### src/hw/rtl/task_period_jitter_monitor_macros.svh
// assertion macros for the period jitter monitor
// used by the top level, no other dependencies
`ifndef TASK_PERIOD_JITTER_MONITOR_MACROS_SVH
`define TASK_PERIOD_JITTER_MONITOR_MACROS_SVH

// same-cycle implication
`define TPJM_ASSERT_IMPL(name, clk, rst, ante, cons) \
   name: assert property (@(posedge clk) disable iff (rst) (ante) |-> (cons)) \
      else $error("tpjm assertion failed");

// next-cycle implication
`define TPJM_ASSERT_NEXT(name, clk, rst, ante, cons) \
   name: assert property (@(posedge clk) disable iff (rst) (ante) |=> (cons)) \
      else $error("tpjm assertion failed");

`endif

### src/hw/rtl/tpjm_pkg.sv
// shared types and constants of the period jitter monitor
// no dependencies
`timescale 1ns / 1ps
`default_nettype none

package tpjm_pkg;

   localparam int unsigned DATA_W   = 32;
   localparam int unsigned SUM_W    = 48;
   localparam int unsigned TOL_W    = 10;
   localparam int unsigned NUM_EXP  = 6;
   localparam int unsigned NUM_REGS = 7;
   localparam int unsigned IDX_W    = 3;
   localparam int unsigned CHAN_W   = 3;
   localparam int unsigned PERMILLE = 1000;

   localparam logic [IDX_W-1:0] REG_TOL = 3'd6;
   localparam logic [TOL_W-1:0] TOL_RESET = 10'd50;
   localparam logic [DATA_W-1:0] CNT_MAX = 32'hFFFF_FFFF;

   localparam logic [DATA_W-1:0] EXP_RESET [NUM_EXP] = '{
      32'd1000, 32'd100000, 32'd1000000, 32'd100000, 32'd100000, 32'd1000000
   };

   typedef enum logic [1:0] {
      REQ_START  = 2'd0,
      REQ_REPORT = 2'd1,
      REQ_CLEAR  = 2'd2,
      REQ_NONE   = 2'd3
   } req_type_type;

   typedef enum logic [2:0] {
      S_IDLE,
      S_READ,
      S_DIV1,
      S_MUL,
      S_DIV2,
      S_OUT
   } state_type;

   typedef struct packed {
      logic [DATA_W-1:0] count;
      logic [SUM_W-1:0]  sum;
      logic [DATA_W-1:0] min;
      logic [DATA_W-1:0] max;
   } stat_type;

   localparam stat_type STAT_RESET = '{
      count: '0, sum: '0, min: '1, max: '0
   };

endpackage

`default_nettype wire

### src/hw/rtl/tpjm_ram.sv
// generic single-write, single-read ram with registered read data
// no dependencies
`timescale 1ns / 1ps
`default_nettype none

module tpjm_ram #(
   parameter int unsigned WIDTH = 8,
   parameter int unsigned DEPTH = 4,
   localparam int unsigned AW = (DEPTH > 1) ? $clog2(DEPTH) : 1
) (
   input  wire logic             clock,
   input  wire logic             we,
   input  wire logic [AW-1:0]    waddr,
   input  wire logic [WIDTH-1:0] wdata,
   input  wire logic [AW-1:0]    raddr,
   output logic      [WIDTH-1:0] rdata
);

   logic [WIDTH-1:0] mem_ff [DEPTH];
   logic [WIDTH-1:0] rdata_ff;

   always_ff @(posedge clock) begin
      if (we) begin
         mem_ff[waddr] <= wdata;
      end
      rdata_ff <= mem_ff[raddr];
   end

   assign rdata = rdata_ff;

endmodule

`default_nettype wire

### src/hw/rtl/tpjm_div.sv
// restoring divider, one quotient bit per cycle
// no package dependencies
`timescale 1ns / 1ps
`default_nettype none

module tpjm_div #(
   parameter int unsigned NUM_W = 48,
   parameter int unsigned DEN_W = 32,
   localparam int unsigned CNT_W = $clog2(NUM_W + 1)
) (
   input  wire logic             clock,
   input  wire logic             reset,
   input  wire logic             start,
   input  wire logic [NUM_W-1:0] num,
   input  wire logic [DEN_W-1:0] den,
   output logic                  done,
   output logic      [NUM_W-1:0] quotient
);

   logic             busy_ff, done_ff;
   logic [CNT_W-1:0] cnt_ff;
   logic [NUM_W-1:0] quo_ff;
   logic [DEN_W-1:0] rem_ff, den_ff;
   logic [DEN_W:0]   shifted, trial;
   logic             ge;

   assign shifted = {rem_ff, quo_ff[NUM_W-1]};
   assign trial   = shifted - {1'b0, den_ff};
   assign ge      = shifted >= {1'b0, den_ff};

   always_ff @(posedge clock) begin
      if (reset) begin
         busy_ff <= 1'b0;
         done_ff <= 1'b0;
         cnt_ff  <= '0;
      end else begin
         done_ff <= 1'b0;
         if (start) begin
            busy_ff <= 1'b1;
            cnt_ff  <= CNT_W'(NUM_W);
         end else if (busy_ff) begin
            cnt_ff <= cnt_ff - 1'b1;
            if (cnt_ff == CNT_W'(1)) begin
               busy_ff <= 1'b0;
               done_ff <= 1'b1;
            end
         end
      end
   end

   always_ff @(posedge clock) begin
      if (start) begin
         quo_ff <= num;
         rem_ff <= '0;
         den_ff <= den;
      end else if (busy_ff) begin
         rem_ff <= ge ? trial[DEN_W-1:0] : shifted[DEN_W-1:0];
         quo_ff <= {quo_ff[NUM_W-2:0], ge};
      end
   end

   assign done     = done_ff;
   assign quotient = quo_ff;

endmodule

`default_nettype wire

### src/hw/rtl/task_period_jitter_monitor.sv
// start event on an in-range channel: accepted, then one ram read-modify-write; ready again after the write in S_READ
// report: with no data it goes from the ram read straight to the output register, else
// the one-bit-per-cycle divider runs twice (average, then per-mille error)
// one transaction in flight; a finished report waits in the output register
// reset (synchronous, active high): idle, channel valid bits cleared so every
// channel reads as empty, period and tolerance registers back to defaults
`timescale 1ns / 1ps
`default_nettype none
`include "task_period_jitter_monitor_macros.svh"

module task_period_jitter_monitor #(
   parameter int unsigned NUM_CHANNELS = 6,
   parameter int unsigned TIME_BITS    = 32
) (
   input  wire logic         clock,
   input  wire logic         reset,
   // channel [2:0], timestamp_us [34:3]
   input  wire logic [39:0]  req_tdata,
   // req_type [1:0]
   input  wire logic [1:0]   req_tuser,
   input  wire logic         req_tvalid,
   output logic              req_tready,
   // report_channel [2:0], no_data [3], min_interval [35:4], max_interval [67:36],
   // jitter [99:68], average_interval [131:100], error_permille [163:132],
   // within_tolerance [164]
   output logic      [167:0] rsp_tdata,
   output logic              rsp_tvalid,
   input  wire logic         rsp_tready,
   input  wire logic         csr_we,
   input  wire logic [2:0]   csr_index,
   input  wire logic [31:0]  csr_wdata
);

   localparam int unsigned CH_W   = (NUM_CHANNELS > 1) ? $clog2(NUM_CHANNELS) : 1;
   localparam int unsigned STAT_W = $bits(tpjm_pkg::stat_type);
   localparam int unsigned WORD_W = STAT_W + TIME_BITS;
   localparam int unsigned DT_W   = (TIME_BITS > 32) ? TIME_BITS : 32;
   localparam int unsigned DW     = tpjm_pkg::DATA_W;
   localparam int unsigned SW     = tpjm_pkg::SUM_W;

   tpjm_pkg::state_type state_ff, state_in;

   logic [DW-1:0]           exp_reg_ff [tpjm_pkg::NUM_EXP];
   logic [tpjm_pkg::TOL_W-1:0] tol_ff;
   logic [NUM_CHANNELS-1:0] valid_ff;

   tpjm_pkg::req_type_type  type_ff;
   logic [2:0]              chan_ff;
   logic [CH_W-1:0]         idx_ff;
   logic [DW-1:0]           ts_ff;
   logic                    inrange_ff;
   logic [DW-1:0]           min_ff, max_ff, exp_ff, ave_ff, diff_ff, err_ff;
   logic                    nodata_ff, within_ff;
   logic                    rsp_valid_ff;
   logic [167:0]            rsp_data_ff;

   logic                    req_fire, in_range;
   logic [2:0]              req_chan;
   tpjm_pkg::req_type_type  req_kind;
   logic [CH_W-1:0]         rd_idx;
   logic                    ram_we, div_start, div_done, rsp_load;
   logic [SW-1:0]           div_num, quotient;
   logic [DW-1:0]           div_den;
   logic [WORD_W-1:0]       rd_word, wr_word;
   tpjm_pkg::stat_type      rd_stat, wr_stat;
   logic [TIME_BITS-1:0]    rd_last, t_now, dt_full;
   logic [DT_W-1:0]         dt_ext;
   logic [DW-1:0]           dt32, ave_sat, err_sat, exp_sel;
   logic [SW:0]             sum_add;
   logic [41:0]             prod;
   logic [2:0]              exp_idx;

   assign req_fire = req_tvalid && req_tready;
   assign req_chan = req_tdata[2:0];
   assign req_kind = tpjm_pkg::req_type_type'(req_tuser);
   assign in_range = 5'(req_chan) < 5'(NUM_CHANNELS);
   assign rd_idx   = in_range ? CH_W'(req_chan) : '0;
   assign req_tready = (state_ff == tpjm_pkg::S_IDLE);

   tpjm_ram #(.WIDTH(WORD_W), .DEPTH(NUM_CHANNELS)) u_ram (
      .clock (clock),
      .we    (ram_we),
      .waddr (idx_ff),
      .wdata (wr_word),
      .raddr (rd_idx),
      .rdata (rd_word)
   );

   tpjm_div #(.NUM_W(SW), .DEN_W(DW)) u_div (
      .clock    (clock),
      .reset    (reset),
      .start    (div_start),
      .num      (div_num),
      .den      (div_den),
      .done     (div_done),
      .quotient (quotient)
   );

   // entries not written since reset or clear read as empty
   always_comb begin
      if (valid_ff[idx_ff]) begin
         rd_stat = tpjm_pkg::stat_type'(rd_word[WORD_W-1:TIME_BITS]);
         rd_last = rd_word[TIME_BITS-1:0];
      end else begin
         rd_stat = tpjm_pkg::STAT_RESET;
         rd_last = '0;
      end
   end

   // event update
   always_comb begin
      t_now   = TIME_BITS'(ts_ff);
      dt_full = t_now - rd_last;
      dt_ext  = DT_W'(dt_full);
      dt32    = (dt_ext > DT_W'(tpjm_pkg::CNT_MAX)) ? tpjm_pkg::CNT_MAX : dt_ext[DW-1:0];
      sum_add = {1'b0, rd_stat.sum} + (SW+1)'(dt32);
      wr_stat = rd_stat;
      if (rd_stat.count != '0) begin
         if (dt32 > rd_stat.max) wr_stat.max = dt32;
         if (dt32 < rd_stat.min) wr_stat.min = dt32;
         wr_stat.sum = sum_add[SW] ? '1 : sum_add[SW-1:0];
      end
      if (rd_stat.count != tpjm_pkg::CNT_MAX) wr_stat.count = rd_stat.count + 1'b1;
      wr_word = {wr_stat, t_now};
   end

   assign exp_idx = (chan_ff < 3'd6) ? chan_ff : 3'd5;
   assign exp_sel = (exp_reg_ff[exp_idx] == '0) ? DW'(1) : exp_reg_ff[exp_idx];
   assign ave_sat = (|quotient[SW-1:DW]) ? tpjm_pkg::CNT_MAX : quotient[DW-1:0];
   assign err_sat = ave_sat;
   assign prod    = {10'b0, diff_ff} * 42'(tpjm_pkg::PERMILLE);

   always_comb begin
      state_in  = state_ff;
      ram_we    = 1'b0;
      div_start = 1'b0;
      div_num   = '0;
      div_den   = '0;
      rsp_load  = 1'b0;
      unique case (state_ff)
         tpjm_pkg::S_IDLE: begin
            if (req_fire) begin
               if ((req_kind == tpjm_pkg::REQ_START && in_range) ||
                   req_kind == tpjm_pkg::REQ_REPORT) begin
                  state_in = tpjm_pkg::S_READ;
               end
            end
         end
         tpjm_pkg::S_READ: begin
            if (type_ff == tpjm_pkg::REQ_START) begin
               ram_we   = 1'b1;
               state_in = tpjm_pkg::S_IDLE;
            end else if (!inrange_ff || rd_stat.count < DW'(2)) begin
               state_in = tpjm_pkg::S_OUT;
            end else begin
               div_start = 1'b1;
               div_num   = rd_stat.sum;
               div_den   = rd_stat.count - 1'b1;
               state_in  = tpjm_pkg::S_DIV1;
            end
         end
         tpjm_pkg::S_DIV1: begin
            if (div_done) state_in = tpjm_pkg::S_MUL;
         end
         tpjm_pkg::S_MUL: begin
            div_start = 1'b1;
            div_num   = SW'(prod);
            div_den   = exp_ff;
            state_in  = tpjm_pkg::S_DIV2;
         end
         tpjm_pkg::S_DIV2: begin
            if (div_done) state_in = tpjm_pkg::S_OUT;
         end
         tpjm_pkg::S_OUT: begin
            if (!rsp_valid_ff || rsp_tready) begin
               rsp_load = 1'b1;
               state_in = tpjm_pkg::S_IDLE;
            end
         end
         default: state_in = tpjm_pkg::S_IDLE;
      endcase
   end

   always_ff @(posedge clock) begin
      if (reset) begin
         state_ff     <= tpjm_pkg::S_IDLE;
         valid_ff     <= '0;
         rsp_valid_ff <= 1'b0;
         tol_ff       <= tpjm_pkg::TOL_RESET;
         for (int i = 0; i < tpjm_pkg::NUM_EXP; i++) exp_reg_ff[i] <= tpjm_pkg::EXP_RESET[i];
      end else begin
         state_ff <= state_in;
         if (req_fire && req_kind == tpjm_pkg::REQ_CLEAR) valid_ff <= '0;
         else if (ram_we) valid_ff[idx_ff] <= 1'b1;
         if (rsp_load) rsp_valid_ff <= 1'b1;
         else if (rsp_tready) rsp_valid_ff <= 1'b0;
         if (csr_we) begin
            if (csr_index == tpjm_pkg::REG_TOL) tol_ff <= csr_wdata[tpjm_pkg::TOL_W-1:0];
            else if (csr_index < tpjm_pkg::REG_TOL) exp_reg_ff[csr_index] <= csr_wdata;
         end
      end
   end

   always_ff @(posedge clock) begin
      if (req_fire) begin
         type_ff    <= req_kind;
         chan_ff    <= req_chan;
         idx_ff     <= rd_idx;
         ts_ff      <= req_tdata[34:3];
         inrange_ff <= in_range;
      end
      if (state_ff == tpjm_pkg::S_READ) begin
         nodata_ff <= !inrange_ff || rd_stat.count < DW'(2);
         min_ff    <= rd_stat.min;
         max_ff    <= rd_stat.max;
         exp_ff    <= exp_sel;
      end
      if (state_ff == tpjm_pkg::S_DIV1 && div_done) begin
         ave_ff  <= ave_sat;
         diff_ff <= (ave_sat >= exp_ff) ? ave_sat - exp_ff : exp_ff - ave_sat;
      end
      if (state_ff == tpjm_pkg::S_DIV2 && div_done) begin
         err_ff    <= err_sat;
         within_ff <= err_sat < DW'(tol_ff);
      end
      if (rsp_load) begin
         if (nodata_ff) begin
            rsp_data_ff <= {164'b0, 1'b1, chan_ff};
         end else begin
            rsp_data_ff <= {3'b0, within_ff, err_ff, ave_ff, max_ff - min_ff,
                            max_ff, min_ff, 1'b0, chan_ff};
         end
      end
   end

   assign rsp_tvalid = rsp_valid_ff;
   assign rsp_tdata  = rsp_data_ff;

   `TPJM_ASSERT_IMPL(a_we_in_read, clock, reset, ram_we, state_ff == tpjm_pkg::S_READ)
   `TPJM_ASSERT_IMPL(a_done_in_div, clock, reset, div_done,
                     state_ff == tpjm_pkg::S_DIV1 || state_ff == tpjm_pkg::S_DIV2)
   `TPJM_ASSERT_NEXT(a_load_shows, clock, reset, rsp_load,
                     rsp_valid_ff && state_ff == tpjm_pkg::S_IDLE)
   `TPJM_ASSERT_IMPL(a_rise_from_out, clock, reset, $rose(rsp_valid_ff),
                     $past(state_ff) == tpjm_pkg::S_OUT)

endmodule

`default_nettype wire
### config.mk
export PLATFORM = sky130hd
export DESIGN_NAME = task_period_jitter_monitor
export DESIGN_NICKNAME = d
export VERILOG_FILES = /design/src/hw/rtl/tpjm_pkg.sv /design/src/hw/rtl/tpjm_ram.sv /design/src/hw/rtl/tpjm_div.sv /design/src/hw/rtl/task_period_jitter_monitor.sv
export VERILOG_INCLUDE_DIRS = /design/src /design/src/hw/rtl
export SDC_FILE = /design/constraint.sdc
export NUM_CORES = 2
export LEC_CHECK = 0
export BUFFER_PORTS_ARGS = -buffer_cell sky130_fd_sc_hd__buf_4
export CORE_MARGIN = 2
export CORE_UTILIZATION = 57
export CTS_BUF_LIST = sky130_fd_sc_hd__clkbuf_4 sky130_fd_sc_hd__clkbuf_8 sky130_fd_sc_hd__clkbuf_16
export DETAILED_ROUTE_END_ITERATION = 7
export GPL_ROUTABILITY_DRIVEN = 0
export PLACE_DENSITY = 0.79
export REMOVE_ABC_BUFFERS = 1
export SLEW_MARGIN = 40
export SYNTH_ARGS = -nofsm -noshare
export SYNTH_HDL_FRONTEND = slang
export SYNTH_SLANG_ARGS = --single-unit
### constraint.sdc
create_clock -name clock -period 25.3 [get_ports clock]
set_input_delay 5.06 -clock clock [delete_from_list [all_inputs] [get_ports clock]]
set_output_delay 5.06 -clock clock [all_outputs]
set_load 0.01 [all_outputs]
==> flow_summary.json <==
{
  "antenna_found_initial": 15,
  "dpl.hpwl_mm": 146,
  "nFillCells": 11300,
  "synth.avg_cell_area_um2": 12.6,
  "worstSetupStartpointType": "flop",
  "ys.flop_type": "edfxtp_1",
  "synthArstFlopShare": 0,
  "rsz0062_at_grt": "false",
  "ys_ff_latch": 1964,
  "synth_top_area_frac": 0.562,
  "synthTopCellsByArea": "edfxtp_1 56%, dfxtp_1 5.1%, ha_1 4.8%",
  "cts_buffers": 192,
  "ys_types": 95,
  "globalRoute.totalOverflow": 0,
  "irDropWorstVdd_mv": 0.0779,
  "rrSetupSlack_ps": 16270,
  "io_pins": 252,
  "p_comb_frac": 0.100,
  "grt_pass1_vias": 60700,
  "dpl_worst_slack_ps": 16480,
  "p_int_mw": 5.67,
  "htree_levels": 4,
  "die_w_um": 406,
  "wl_mm": 231,
  "min_period_ps": 9030,
  "yosys_warnings": 0,
  "cts_tree": "done",
  "grt_max_degree": 135,
  "core.rowCount": 147,
  "pwr_density_cell_nw_per_um2": 72.4,
  "p_clk_frac": 0.405,
  "final_nets": 8062,
  "dp.cells": 9464,
  "finalCritPeriodShare": 0.357,
  "status": "completed",
  "wl_per_cell_um": 23.5,
  "synth_area_um2": 92300,
  "stdcell_count": 9836,
  "worstSetupStartpoint": "idx_ff[0]",
  "routed-via-count": 60700,
  "cp-end-kind": "flop",
  "clk_path_buf_depth": 3,
  "fin_area_um2": 103000,
  "yosys.area.top_type": "edfxtp_1",
  "worst_slew_pin_slew_ps": 944,
  "dr.pass1.iters": 6,
  "fmax_ghz": 0.111,
  "start_util": 0.575,
  "drv_cap": 0,
  "critPathRequiredTime_ps": 25830,
  "post_cts_resize_count": 0,
  "p_sw_mw": 1.81,
  "worst_ep_arrival_time_ps": 9560,
  "totalPowerFinal_mw": 7.48,
  "grt_use_total": 0.278,
  "clkLatencyLatePin_ps": 870,
  "path_clk_slew_ps": 60,
  "final-max-slew-violation-count": 0,
  "fin_worst_skew_ps": 65.3,
  "synth_edf_count": 1728,
  "area_delta_synth_final_pct": 12.0,
  "worstHoldStart": "valid_ff[0]",
  "switching_share": 0.242,
  "cts_sinks": 1964,
  "hold_viol_final": 0,
  "path_class": "flop to flop",
  "dieHeight_um": 406,
  "layout_setup_ws_ps": 16270,
  "antenna_left": 0,
  "seq_area_frac_synth": 0.614,
  "grt_pass1_wl_mm": 351,
  "rr_startpoint": "idx_ff[0]",
  "postCtsSetupRepairBufs": 0,
  "viasPerCell": 6.17,
  "io_buffers": 243,
  "coreArea_um2": 161000,
  "tns_ps": 0,
  "drc_errors": 0,
  "hold_buffers": 0,
  "place_area_um2": 96400,
  "maxSlewHeadroom": 0.364,
  "synth_cells": 7346,
  "sequentialPowerShare": 0.494,
  "leakagePower_nw": 38.3,
  "layout-drive-gt1-share": 0.152,
  "worstPathMaxFanout": 27,
  "setup_viol": 0,
  "die_area_um2": 165000,
  "cts-root-buf": "clkbuf_16",
  "min_path_type": "flop to flop",
  "drtIter0Drc": 7597
}
==> power by group through the flow <==
stage | logic (mW) | registers [mW] | clock network, mW
final | 0.751 | 3.70 | 3.03
after global routing | 0.813 | 3.70 | 3.19
after CTS | 0.737 | 3.70 | 3.06
after detailed placement | 0.729 | 3.76 | 0
after global placement | 0.705 | 3.76 | 0
after floorplan | 0.485 | 3.76 | 0
==> sequential cells by signal, summed over array words and instances (netlist names), 2 cells and up <==
name            flops
tol_ff             10
min_ff             32
u_ram.rdata       176
max_ff             32
t_now              32
valid_ff            6
rsp_tdata         165
exp_ff             32
u_div.den_ff       32
u_div.rem_ff       32
idx_ff              3
err_ff             32
chan_ff             3
type_ff             2
diff_ff            32
exp_reg_ff        192
ave_ff             32
u_div.cnt_ff        6
u_div.quotient     48
state_ff            3
u_ram.mem_ff     1056
==> routing by layer <==
layer | vias up | track usage | part of all wire
li1 | 27200 | - | -
met3 | 509 | 0.0551 | 0.098
met5 | - | 0 | 0.000082
met1 | 29900 | 0.378 | 0.40
met2 | 3137 | 0.443 | 0.47
met4 | 2 | 0.111 | 0.037
==> cells by family (layout without fill, tap and decap cells) <==
| kind of cell | Yosys count | after routing | share of synthesized area |
|---|---|---|---|
| xor+xnor | 212 | 212 | 0.0201 |
| other cells | 1 | 8 | 0.0000406 |
| mux | 473 | 473 | 0.0590 |
| flops | 1964 | 1964 | 0.614 |
| fa+ha+maj | 479 | 479 | 0.0750 |
| compound gates | 1438 | 1438 | 0.0998 |
| buf+inv | 855 | 1178 | 0.0356 |
| simple gates | 1924 | 1924 | 0.0967 |
==> critical path, cell delays in order, from the launching register on <==
cell,delay [ps]
edfxtp_1,560
or3b_2,520
a31oi_1,230
or3_4,440
and2_1,200
ha_1,170
inv_1,60
fa_1,420
a211oi_1,400
o21ai_0,250
a311o_1,440
a221oi_1,360
buf_2,270
o31a_1,320
nor2b_1,80
o21ai_0,190
nand2b_1,110
xnor2_1,360
inv_1,240
ha_1,440
nand4_1,210
nor3_1,220
nand3_1,220
a21boi_0,530
a41oi_4,290
nor2_1,300
a31oi_1,140
a311oi_1,680
==> synth_stat cells (all sizes together) (22+ instances only) <==
| cell type | n |
|---|---|
| o21a | 36 |
| inv | 489 |
| a211oi | 62 |
| nand4 | 58 |
| clkbuf | 298 |
| xnor2 | 113 |
| nor4 | 33 |
| nand2b | 70 |
| and2 | 46 |
| edfxtp | 1728 |
| or3 | 25 |
| nor3 | 73 |
| a31oi | 222 |
| mux2i | 97 |
| mux2 | 355 |
| ha | 355 |
| nand3 | 82 |
| or2 | 42 |
| fa | 124 |
| nand2 | 729 |
| xor2 | 99 |
| o221ai | 22 |
| a21o | 123 |
| o21bai | 36 |
| o22ai | 185 |
| dfxtp | 236 |
| nor2b | 154 |
| and3 | 54 |
| nor2 | 508 |
| buf | 67 |
| o21ai | 248 |
| a21oi | 317 |
==> cell usage in the layout, fill, tap and decap left out, drive strengths merged, types with 54 or more instances in the layout <==
cell type	synthesis	final
edfxtp	1728	1728
nand2	729	729
nor2	508	508
inv	489	494
mux2	355	355
ha	355	355
buf	67	324
a21oi	317	317
clkbuf	298	268
o21ai	248	248
dfxtp	236	236
a31oi	222	222
o22ai	185	185
nor2b	154	154
fa	124	124
a21o	123	123
xnor2	113	113
xor2	99	99
mux2i	97	97
nand3	82	82
nor3	73	73
nand2b	70	70
a211oi	62	62
clkinv	1	59
nand4	58	58
and3	54	54
==> final cells by class <==
cell class                      instances  area, µm²  area share
Tap cell                             2160       2700      0.0262
Sequential cell                      1964      56600       0.548
Clock inverter                         96       1270      0.0123
Antenna cell                            5       12.5    0.000121
Clock buffer                          268       5570      0.0539
Inverter                              490       1840      0.0178
Timing Repair Buffer                  324       2730      0.0264
Multi-Input combinational cell       4529      32600       0.315
==> per-stage QoR <==
step | utilization | hold slack [ps]
floorplan | - | 428
global placement | 0.599 | 441
detailed placement | 0.600 | 449
CTS | 0.643 | 460
global route | 0.643 | 481
finish | 0.644 | 460
==> worst paths after layout <==
check        cells after the start                   end
max                             27  u_ram.mem_ff[5][140]
min                              1           valid_ff[0]
max reg2reg                     27  u_ram.mem_ff[5][140]
min reg2reg                      1           valid_ff[0]
Power figures use the tool's default switching activity.
